### config.mk
export PLATFORM = sky130hd
export DESIGN_NAME = nested_comment_tokenizer_unit
export DESIGN_NICKNAME = d
export VERILOG_FILES = /design/src/sv/nct_pkg.sv /design/src/sv/nct_front.sv /design/src/sv/nct_queue.sv /design/src/sv/nct_back.sv /design/src/sv/nested_comment_tokenizer_unit.sv
export SDC_FILE = /design/constraint.sdc
export NUM_CORES = 1
export LEC_CHECK = 0
export ABC_CLOCK_PERIOD_IN_PS = 4600
export BUFFER_PORTS_ARGS = -buffer_cell sky130_fd_sc_hd__buf_2
export CAP_MARGIN = 40
export CORE_ASPECT_RATIO = 0.9
export CORE_MARGIN = 2
export CORE_UTILIZATION = 48
export CTS_BUF_LIST = sky130_fd_sc_hd__clkbuf_8
export DETAILED_ROUTE_END_ITERATION = 12
export PLACE_DENSITY = 0.67
export RECOVER_POWER = 100
export SYNTH_ARGS = -nofsm -noshare
export SYNTH_HDL_FRONTEND = slang
export SYNTH_SLANG_ARGS = --single-unit
### constraint.sdc
create_clock -name clock -period 4.6 [get_ports clock]
set_clock_uncertainty 0.1 [all_clocks]
set_input_delay 0.92 -clock clock [delete_from_list [all_inputs] [get_ports clock]]
set_output_delay 0.92 -clock clock [all_outputs]
set_load 0.005 [all_outputs]
### src/sv/nct_pkg.sv
// ----------------------------------------------------------------------------
// nct_pkg
// Shared types and constants of the nested comment tokenizer: byte classes,
// token kinds, status codes and the item format between front and back.
// ----------------------------------------------------------------------------
package nct_pkg;

   // Byte values with a meaning of their own
   localparam logic [7:0] CHR_OPEN  = 8'h7B;   // '{'
   localparam logic [7:0] CHR_CLOSE = 8'h7D;   // '}'
   localparam logic [7:0] CHR_BANG  = 8'h21;   // '!'
   localparam logic [7:0] CHR_SPACE = 8'h20;   // ' '
   localparam logic [7:0] CHR_EQ    = 8'h3D;   // '='
   localparam logic [7:0] CHR_LF    = 8'h0A;   // '\n'
   localparam logic [7:0] CHR_CR    = 8'h0D;   // '\r'

   // Defaults for the top-level and queue parameters
   localparam int MAX_COMMENT_DEPTH_DEF = 255;
   localparam int QUEUE_DEPTH_DEF       = 2;

   // Line counter saturates here
   localparam logic [15:0] LINE_MAX = 16'hFFFF;

   // Byte classes produced by the front end
   typedef enum logic [2:0] {
      CLS_OTHER,
      CLS_SPACE,
      CLS_CR,
      CLS_LF,
      CLS_OPEN,
      CLS_CLOSE,
      CLS_BANG,
      CLS_EQ
   } char_class_type;

   // Token kinds on the result channel
   localparam logic [1:0] KIND_NONE = 2'd0;
   localparam logic [1:0] KIND_WORD = 2'd1;
   localparam logic [1:0] KIND_SYM  = 2'd2;

   // Status codes
   localparam logic [1:0] ST_OK     = 2'd0;
   localparam logic [1:0] ST_STRAY  = 2'd1;
   localparam logic [1:0] ST_UNTERM = 2'd2;
   localparam logic [1:0] ST_DEEP   = 2'd3;

   // Classified item carried from front to back
   typedef struct packed {
      logic [7:0]     chr;
      char_class_type cls;
      logic           eoi;
   } nct_item_type;

endpackage

### src/sv/nct_front.sv
// ----------------------------------------------------------------------------
// nct_front
// Front end: takes a byte or end mark from the request side, classifies the
// byte and hands the classified item to the queue.
// ----------------------------------------------------------------------------
module nct_front (
   input  logic                 req_push,
   input  logic [7:0]           req_char_code,
   input  logic                 req_end_of_input,
   input  logic                 q_full,
   output logic                 q_push,
   output nct_pkg::nct_item_type q_item
);
   import nct_pkg::*;

   char_class_type cls;

   // Classify the byte
   always_comb begin
      unique case (req_char_code)
         CHR_SPACE: cls = CLS_SPACE;
         CHR_CR:    cls = CLS_CR;
         CHR_LF:    cls = CLS_LF;
         CHR_OPEN:  cls = CLS_OPEN;
         CHR_CLOSE: cls = CLS_CLOSE;
         CHR_BANG:  cls = CLS_BANG;
         CHR_EQ:    cls = CLS_EQ;
         default:   cls = CLS_OTHER;
      endcase
   end

   // Forward the transfer to the queue; the end mark clears the byte
   assign q_push     = req_push && !q_full;
   assign q_item.chr = req_end_of_input ? 8'd0 : req_char_code;
   assign q_item.cls = req_end_of_input ? CLS_OTHER : cls;
   assign q_item.eoi = req_end_of_input;

endmodule

### src/sv/nct_queue.sv
// ----------------------------------------------------------------------------
// nct_queue
// Short queue of classified items between front and back end; push and pop
// may happen in the same cycle.
// ----------------------------------------------------------------------------
module nct_queue #(
   parameter int DEPTH = nct_pkg::QUEUE_DEPTH_DEF
) (
   input  logic                  clock,
   input  logic                  reset,
   input  logic                  push,
   input  nct_pkg::nct_item_type push_item,
   output logic                  full,
   input  logic                  pop,
   output nct_pkg::nct_item_type pop_item,
   output logic                  empty
);
   import nct_pkg::*;

   localparam int PTR_W = (DEPTH > 1) ? $clog2(DEPTH) : 1;
   localparam int CNT_W = $clog2(DEPTH + 1);
   localparam logic [PTR_W-1:0] PTR_LAST = PTR_W'(DEPTH - 1);
   localparam logic [CNT_W-1:0] CNT_FULL = CNT_W'(DEPTH);

   nct_item_type     mem_ff [DEPTH];
   logic [PTR_W-1:0] wr_ptr_ff, wr_ptr_in;
   logic [PTR_W-1:0] rd_ptr_ff, rd_ptr_in;
   logic [CNT_W-1:0] count_ff, count_in;
   logic             do_push, do_pop;

   assign full     = (count_ff == CNT_FULL);
   assign empty    = (count_ff == '0);
   assign do_push  = push && !full;
   assign do_pop   = pop && !empty;
   assign pop_item = mem_ff[rd_ptr_ff];

   // Advance pointers and count
   always_comb begin
      wr_ptr_in = wr_ptr_ff;
      rd_ptr_in = rd_ptr_ff;
      count_in  = count_ff;
      if (do_push) begin
         wr_ptr_in = (wr_ptr_ff == PTR_LAST) ? '0 : wr_ptr_ff + 1'b1;
      end
      if (do_pop) begin
         rd_ptr_in = (rd_ptr_ff == PTR_LAST) ? '0 : rd_ptr_ff + 1'b1;
      end
      if (do_push && !do_pop) begin
         count_in = count_ff + 1'b1;
      end else if (do_pop && !do_push) begin
         count_in = count_ff - 1'b1;
      end
   end

   always_ff @(posedge clock) begin
      if (reset) begin
         wr_ptr_ff <= '0;
         rd_ptr_ff <= '0;
         count_ff  <= '0;
      end else begin
         wr_ptr_ff <= wr_ptr_in;
         rd_ptr_ff <= rd_ptr_in;
         count_ff  <= count_in;
      end
   end

   // Store the pushed item
   always_ff @(posedge clock) begin
      if (do_push) begin
         mem_ff[wr_ptr_ff] <= push_item;
      end
   end

endmodule

### src/sv/nct_back.sv
// ----------------------------------------------------------------------------
// nct_back
// Back end: runs the scan mode machine, comment depth, line counter and
// sticky status on each classified item and holds the result register.
// ----------------------------------------------------------------------------
module nct_back #(
   parameter int MAX_COMMENT_DEPTH = nct_pkg::MAX_COMMENT_DEPTH_DEF
) (
   input  logic                  clock,
   input  logic                  reset,
   input  nct_pkg::nct_item_type q_item,
   input  logic                  q_empty,
   output logic                  q_pop,
   output logic                  rsp_empty,
   input  logic                  rsp_pop,
   output logic [7:0]            rsp_token_byte,
   output logic [1:0]            rsp_token_kind,
   output logic                  rsp_starts_token,
   output logic [15:0]           rsp_line_count,
   output logic [1:0]            rsp_status,
   output logic                  rsp_stream_end
);
   import nct_pkg::*;

   localparam int DW = $clog2(MAX_COMMENT_DEPTH + 1);
   localparam logic [DW-1:0] DEPTH_LIMIT = DW'(MAX_COMMENT_DEPTH);
   localparam logic [DW-1:0] DEPTH_ONE   = DW'(1);

   typedef enum logic [2:0] {
      MODE_GAP,
      MODE_WORD,
      MODE_SYM,
      MODE_BRACE,
      MODE_LINE
   } mode_type;

   mode_type      mode_ff, mode_in;
   logic [DW-1:0] depth_ff, depth_in, depth_dec;
   logic [15:0]   line_ff, line_in;
   logic [1:0]    err_ff, err_in;
   logic          out_valid_ff;
   logic [1:0]    kind_in;
   logic          starts_in;
   logic          take;

   // Take a new item when the result register is free or being drained
   assign take      = !q_empty && (!out_valid_ff || rsp_pop);
   assign q_pop     = take;
   assign rsp_empty = !out_valid_ff;
   assign depth_dec = (depth_ff != '0) ? depth_ff - 1'b1 : depth_ff;

   // Next state of the scanner
   always_comb begin
      mode_in   = mode_ff;
      depth_in  = depth_ff;
      line_in   = line_ff;
      err_in    = err_ff;
      kind_in   = KIND_NONE;
      starts_in = 1'b0;
      if (q_item.eoi) begin
         if (mode_ff == MODE_BRACE && err_ff == ST_OK) begin
            err_in = ST_UNTERM;
         end
      end else begin
         if (q_item.cls == CLS_LF && line_ff != LINE_MAX) begin
            line_in = line_ff + 1'b1;
         end
         unique case (mode_ff)
            MODE_BRACE: begin
               if (q_item.cls == CLS_OPEN) begin
                  if (depth_ff >= DEPTH_LIMIT) begin
                     if (err_ff == ST_OK) err_in = ST_DEEP;
                  end else begin
                     depth_in = depth_ff + 1'b1;
                  end
               end else if (q_item.cls == CLS_CLOSE) begin
                  depth_in = depth_dec;
                  if (depth_dec == '0) mode_in = MODE_GAP;
               end
            end
            MODE_LINE: begin
               if (q_item.cls == CLS_LF || q_item.cls == CLS_CR) mode_in = MODE_GAP;
            end
            default: begin
               unique case (q_item.cls)
                  CLS_SPACE, CLS_CR, CLS_LF: mode_in = MODE_GAP;
                  CLS_OPEN: begin
                     mode_in  = MODE_BRACE;
                     depth_in = DEPTH_ONE;
                  end
                  CLS_CLOSE: begin
                     if (err_ff == ST_OK) err_in = ST_STRAY;
                     mode_in = MODE_GAP;
                  end
                  CLS_BANG: mode_in = MODE_LINE;
                  CLS_EQ: begin
                     kind_in   = KIND_SYM;
                     starts_in = (mode_ff != MODE_SYM);
                     mode_in   = MODE_SYM;
                  end
                  default: begin
                     kind_in   = KIND_WORD;
                     starts_in = (mode_ff != MODE_WORD);
                     mode_in   = MODE_WORD;
                  end
               endcase
            end
         endcase
      end
   end

   // Hold state and the result register
   always_ff @(posedge clock) begin
      if (reset) begin
         mode_ff      <= MODE_GAP;
         depth_ff     <= '0;
         line_ff      <= 16'd1;
         err_ff       <= ST_OK;
         out_valid_ff <= 1'b0;
      end else begin
         if (take) begin
            if (q_item.eoi) begin
               mode_ff  <= MODE_GAP;
               depth_ff <= '0;
               line_ff  <= 16'd1;
               err_ff   <= ST_OK;
            end else begin
               mode_ff  <= mode_in;
               depth_ff <= depth_in;
               line_ff  <= line_in;
               err_ff   <= err_in;
            end
            out_valid_ff <= 1'b1;
         end else if (rsp_pop) begin
            out_valid_ff <= 1'b0;
         end
      end
      if (take) begin
         rsp_token_byte   <= q_item.chr;
         rsp_token_kind   <= kind_in;
         rsp_starts_token <= starts_in;
         rsp_line_count   <= line_in;
         rsp_status       <= err_in;
         rsp_stream_end   <= q_item.eoi;
      end
   end

endmodule

### src/sv/nested_comment_tokenizer_unit.sv
// ----------------------------------------------------------------------------
// nested_comment_tokenizer_unit
// Byte-serial lexer with nested brace comments, line comments and line count.
// ----------------------------------------------------------------------------
// Usage:
//   Request side is a queue input: drive req_char_code / req_end_of_input
//   with req_push; a transfer happens on an edge with req_push high and
//   req_full low. An end mark returns the scanner to its start state.
//   Result side is a queue output: while rsp_empty is low the oldest result
//   sits on the rsp_ ports; a transfer happens on an edge with rsp_pop high.
//   Every request gives exactly one result, in order.
// Timing:
//   A taken request passes through the queue and then the result register
//   before its result is offered. The unit takes one byte per cycle when
//   results are popped each cycle.
//   A two-entry queue sits between classifier and scanner, so a stalled
//   result side fills the queue and then raises req_full; nothing is lost.
// Reset:
//   Synchronous reset empties the queue and result register, sets the line
//   count to one, clears status and comment depth.
// ----------------------------------------------------------------------------
module nested_comment_tokenizer_unit #(
   parameter int MAX_COMMENT_DEPTH = nct_pkg::MAX_COMMENT_DEPTH_DEF
) (
   input  logic        clock,
   input  logic        reset,
   input  logic        req_push,
   output logic        req_full,
   input  logic [7:0]  req_char_code,
   input  logic        req_end_of_input,
   output logic        rsp_empty,
   input  logic        rsp_pop,
   output logic [7:0]  rsp_token_byte,
   output logic [1:0]  rsp_token_kind,
   output logic        rsp_starts_token,
   output logic [15:0] rsp_line_count,
   output logic [1:0]  rsp_status,
   output logic        rsp_stream_end
);
   import nct_pkg::*;

   nct_item_type front_item;
   nct_item_type back_item;
   logic         q_push, q_full, q_pop, q_empty;

   assign req_full = q_full;

   // Classify incoming bytes
   nct_front u_front (
      .req_push         (req_push),
      .req_char_code    (req_char_code),
      .req_end_of_input (req_end_of_input),
      .q_full           (q_full),
      .q_push           (q_push),
      .q_item           (front_item)
   );

   // Decouple classifier and scanner
   nct_queue #(
      .DEPTH (QUEUE_DEPTH_DEF)
   ) u_queue (
      .clock     (clock),
      .reset     (reset),
      .push      (q_push),
      .push_item (front_item),
      .full      (q_full),
      .pop       (q_pop),
      .pop_item  (back_item),
      .empty     (q_empty)
   );

   // Scan and produce results
   nct_back #(
      .MAX_COMMENT_DEPTH (MAX_COMMENT_DEPTH)
   ) u_back (
      .clock            (clock),
      .reset            (reset),
      .q_item           (back_item),
      .q_empty          (q_empty),
      .q_pop            (q_pop),
      .rsp_empty        (rsp_empty),
      .rsp_pop          (rsp_pop),
      .rsp_token_byte   (rsp_token_byte),
      .rsp_token_kind   (rsp_token_kind),
      .rsp_starts_token (rsp_starts_token),
      .rsp_line_count   (rsp_line_count),
      .rsp_status       (rsp_status),
      .rsp_stream_end   (rsp_stream_end)
   );

endmodule

==> results.py <==
metrics = {
    "logic_synthesis": {
        "seq_area_frac_synth": 0.521,
        "ys.warnings.count": 0,
        "postSynthAreaPerCell_um2": 10.3,
        "synth_cells": 431,
        "ys_ff_latch": 89,
        "syn_area_um2": 4460,
        "ys.flop_type": "edfxtp_1",
        "synth_cell_types": 61,
        "async_reset_ff_frac": 0,
        "synth_edf_count": 54,
        "syn_nets": 454,
    },
    "critical_path": {
        "critPathArrivalTime_ps": 3720,
        "required_ps": 4790,
        "cp-start-kind": "flop",
        "crit_chain": "mux2i_1 > inv_1 > ha_1 > o21ai_0 > or4b_1 > or3_1 > or3_1 > o21ai_0",
        "max_stage_delay_ps": 800,
        "cp_slowest_cell": "dfxtp_1",
        "critical_path_class": "flop to flop",
        "cp-end-kind": "flop",
        "crit_fanout": 15,
        "rrSetupSlack_ps": 1080,
    },
    "finish": {
        "nets": 492,
        "num-fill-cells": 838,
        "register_area_um2": 2320,
        "layout.cells.non_filler": 596,
        "syn_to_final_growth_pct": 11.6,
        "n_antenna_cell": 0,
        "multi_input_area_um2": 1990,
        "drive_gt1_frac": 0.120,
    },
    "floorplan": {
        "coreArea_um2": 9080,
        "rows": 33,
        "dieHeight_um": 95.5,
        "dieArea_um2": 10100,
        "initial_core_util": 0.491,
        "die_w_um": 106,
        "ioPinCount": 45,
    },
    "clock_tree": {
        "clock-sinks": 89,
        "clock-root-buffer": "clkbuf_8",
        "clk_path_buf_depth": 2,
        "cts_buffers": 9,
        "cts_tree": "built",
        "clock_latency_ps": 360,
        "cts_hold_buf": 0,
        "htree_levels": 3,
        "post_cts_buffers": 0,
        "clk_pin_slew_worst_paths_ps": 90,
        "cts_resized": 0,
    },
    "global_routing": {
        "grt_pass1_vias": 3058,
        "grt_pass1_wl_um": 15000,
        "grt_start_max_net_pins": 34,
        "antenna_found_initial": 0,
        "grtUsageTotal": 0.189,
        "grt-ovfl-total": 0,
    },
    "drt": {
        "drt_iter0_markers": 196,
        "vias": 3389,
        "viasPerCell": 5.69,
        "postRouteAntennaNets": 0,
        "drt-total-wl_um": 9280,
        "drcViolationCount": 0,
        "wire_per_inst_um": 15.6,
        "firstDrtPassIters": 5,
    },
    "placement": {
        "place_ws_ps": 1160,
        "dp.cells": 580,
        "io_buffer_count": 44,
        "dp_hpwl_um": 6420,
        "gp_congestion": 0.915,
    },
    "sta": {
        "min_period_over_period": 0.766,
        "hold_viol": 0,
        "fmax_mhz": 284,
        "tns_ps": 0,
        "rsz0062_at_grt": "no",
        "period_minus_slack_ps": 3520,
        "setup_viol": 0,
        "slew_headroom": 0.172,
        "slew_viol_final": 0,
        "finalWorstSetupSlack_ps": 1080,
        "worstMarginPinSlew_ps": 1240,
    },
    "power": {
        "power_density_nw_per_um2": 541,
        "leakage_uw": 0.00182,
        "p_total_uw": 2690,
        "ir_worst_vdd_mv": 0.260,
    },
    "run_status": {
        "status": "completed",
    },
    "hold_path": {
        "hp-class": "flop to flop",
    },
    "run": {
        "maxCapViolations": 0,
    },
}
synthesized netlist by cell type, types with 8 or more instances:
| cell | count | share of area |
|---|---|---|
| xor2_1 | 11 | 0.022 |
| ha_1 | 10 | 0.028 |
| clkbuf_1 | 16 | 0.013 |
| o21ai_0 | 10 | 0.011 |
| a31oi_1 | 8 | 0.011 |
| nand3_1 | 16 | 0.018 |
| nor2_1 | 45 | 0.038 |
| xnor2_1 | 10 | 0.020 |
| nand2_1 | 28 | 0.024 |
| nor3_1 | 13 | 0.015 |
| edfxtp_1 | 54 | 0.36 |
| mux2_2 | 11 | 0.028 |
| a21oi_1 | 25 | 0.028 |
| dfxtp_1 | 35 | 0.16 |
| inv_1 | 13 | 0.011 |
| nor2b_1 | 9 | 0.013 |
layout by cell type, fill, tap and decap left out, types with 8 or more instances in the layout:
master    count
edfxtp_1     54
nor2_1       45
dfxtp_1      35
nand2_1      28
buf_2        26
a21oi_1      25
clkbuf_1     20
nand3_1      16
inv_1        15
o21ai_0      14
nor3_1       13
xor2_1       11
mux2_2       10
xnor2_1      10
ha_1         10
nor2b_1       9
clkbuf_8      9
a31oi_1       8
layout make-up:
class,instances,area share
flip-flops and latches,89,0.466
multi-input cells,307,0.400
repair buffers,47,0.0452
well taps,122,0.0307
clock buffers,9,0.0249
clock inverters,7,0.0214
inverters,15,0.0113
flip-flops by register name (all words and copies together), names as in the netlist, 2 cells and up, named ones only:
name and flops:
u_back.mode_ff 3, u_back.rsp_token_byte 8, u_back.err_ff 2, u_queue.mem_ff 24, u_back.depth_ff 8, u_back.rsp_line_count 16, u_back.rsp_token_kind 2, u_back.line_ff 16
u_back.rsp_status 2, u_queue.count_ff 2
critical path: cells and delay by family, from the launching register on:
kind | cells | cell delay, ps
simple gates | 3 | 1450
compound gates | 2 | 330
flops | 1 | 800
fa+ha+maj | 1 | 360
mux | 1 | 290
buf+inv | 1 | 150
report_power, final:
part | switching (uW) | internal [uW] | total, uW
combinational | 561 | 351 | 913
sequential | 109 | 1070 | 1180
clock | 291 | 311 | 602
total | 961 | 1730 | 2690
layer usage:
layer,routed length (um),vias to the layer above,share of wire,global-route usage
li1,-,1677,-,-
met5,0,-,0,0
met4,123,0,0.013,0.0647
met2,4440,89,0.48,0.306
met1,4270,1611,0.46,0.247
met3,445,12,0.048,0.0499
kinds of logic (layout without fill, tap and decap cells):
logic type / Yosys count / after routing / share of synthesized area
AOI/OAI and AO/OA: 100 / 100 / 0.153
xor gates and xnor gates: 21 / 21 / 0.0412
adders and majority gates: 10 / 10 / 0.0281
buffers and inverters: 35 / 78 / 0.0306
DFF: 89 / 89 / 0.521
muxes: 18 / 18 / 0.0443
and+or+nand+nor: 158 / 158 / 0.182
final timing paths:
path / start / endpoint / cells past startpoint
worst max-delay path: flop / u_back.line_ff[14] / 8
worst min-delay path: u_back.line_ff[15] / u_back.line_ff[15] / 1
worst max register to register: flop / u_back.line_ff[14] / 8
worst min register to register: u_back.line_ff[15] / u_back.line_ff[15] / 1
through the flow:
| step | cell area (um2) | hold WS [ps] | utilization |
|---|---|---|---|
| 6_report | 4980 | 410 | 0.548 |
| 2_1_floorplan | 4460 | 362 | - |
| 4_1_cts | 5020 | 411 | 0.552 |
| 5_1_grt | 4980 | 437 | 0.548 |
| 3_3_place_gp | 4760 | 388 | 0.524 |
| 3_5_place_dp | 4790 | 390 | 0.527 |
Note: power is estimated with default switching activity, not from simulation.
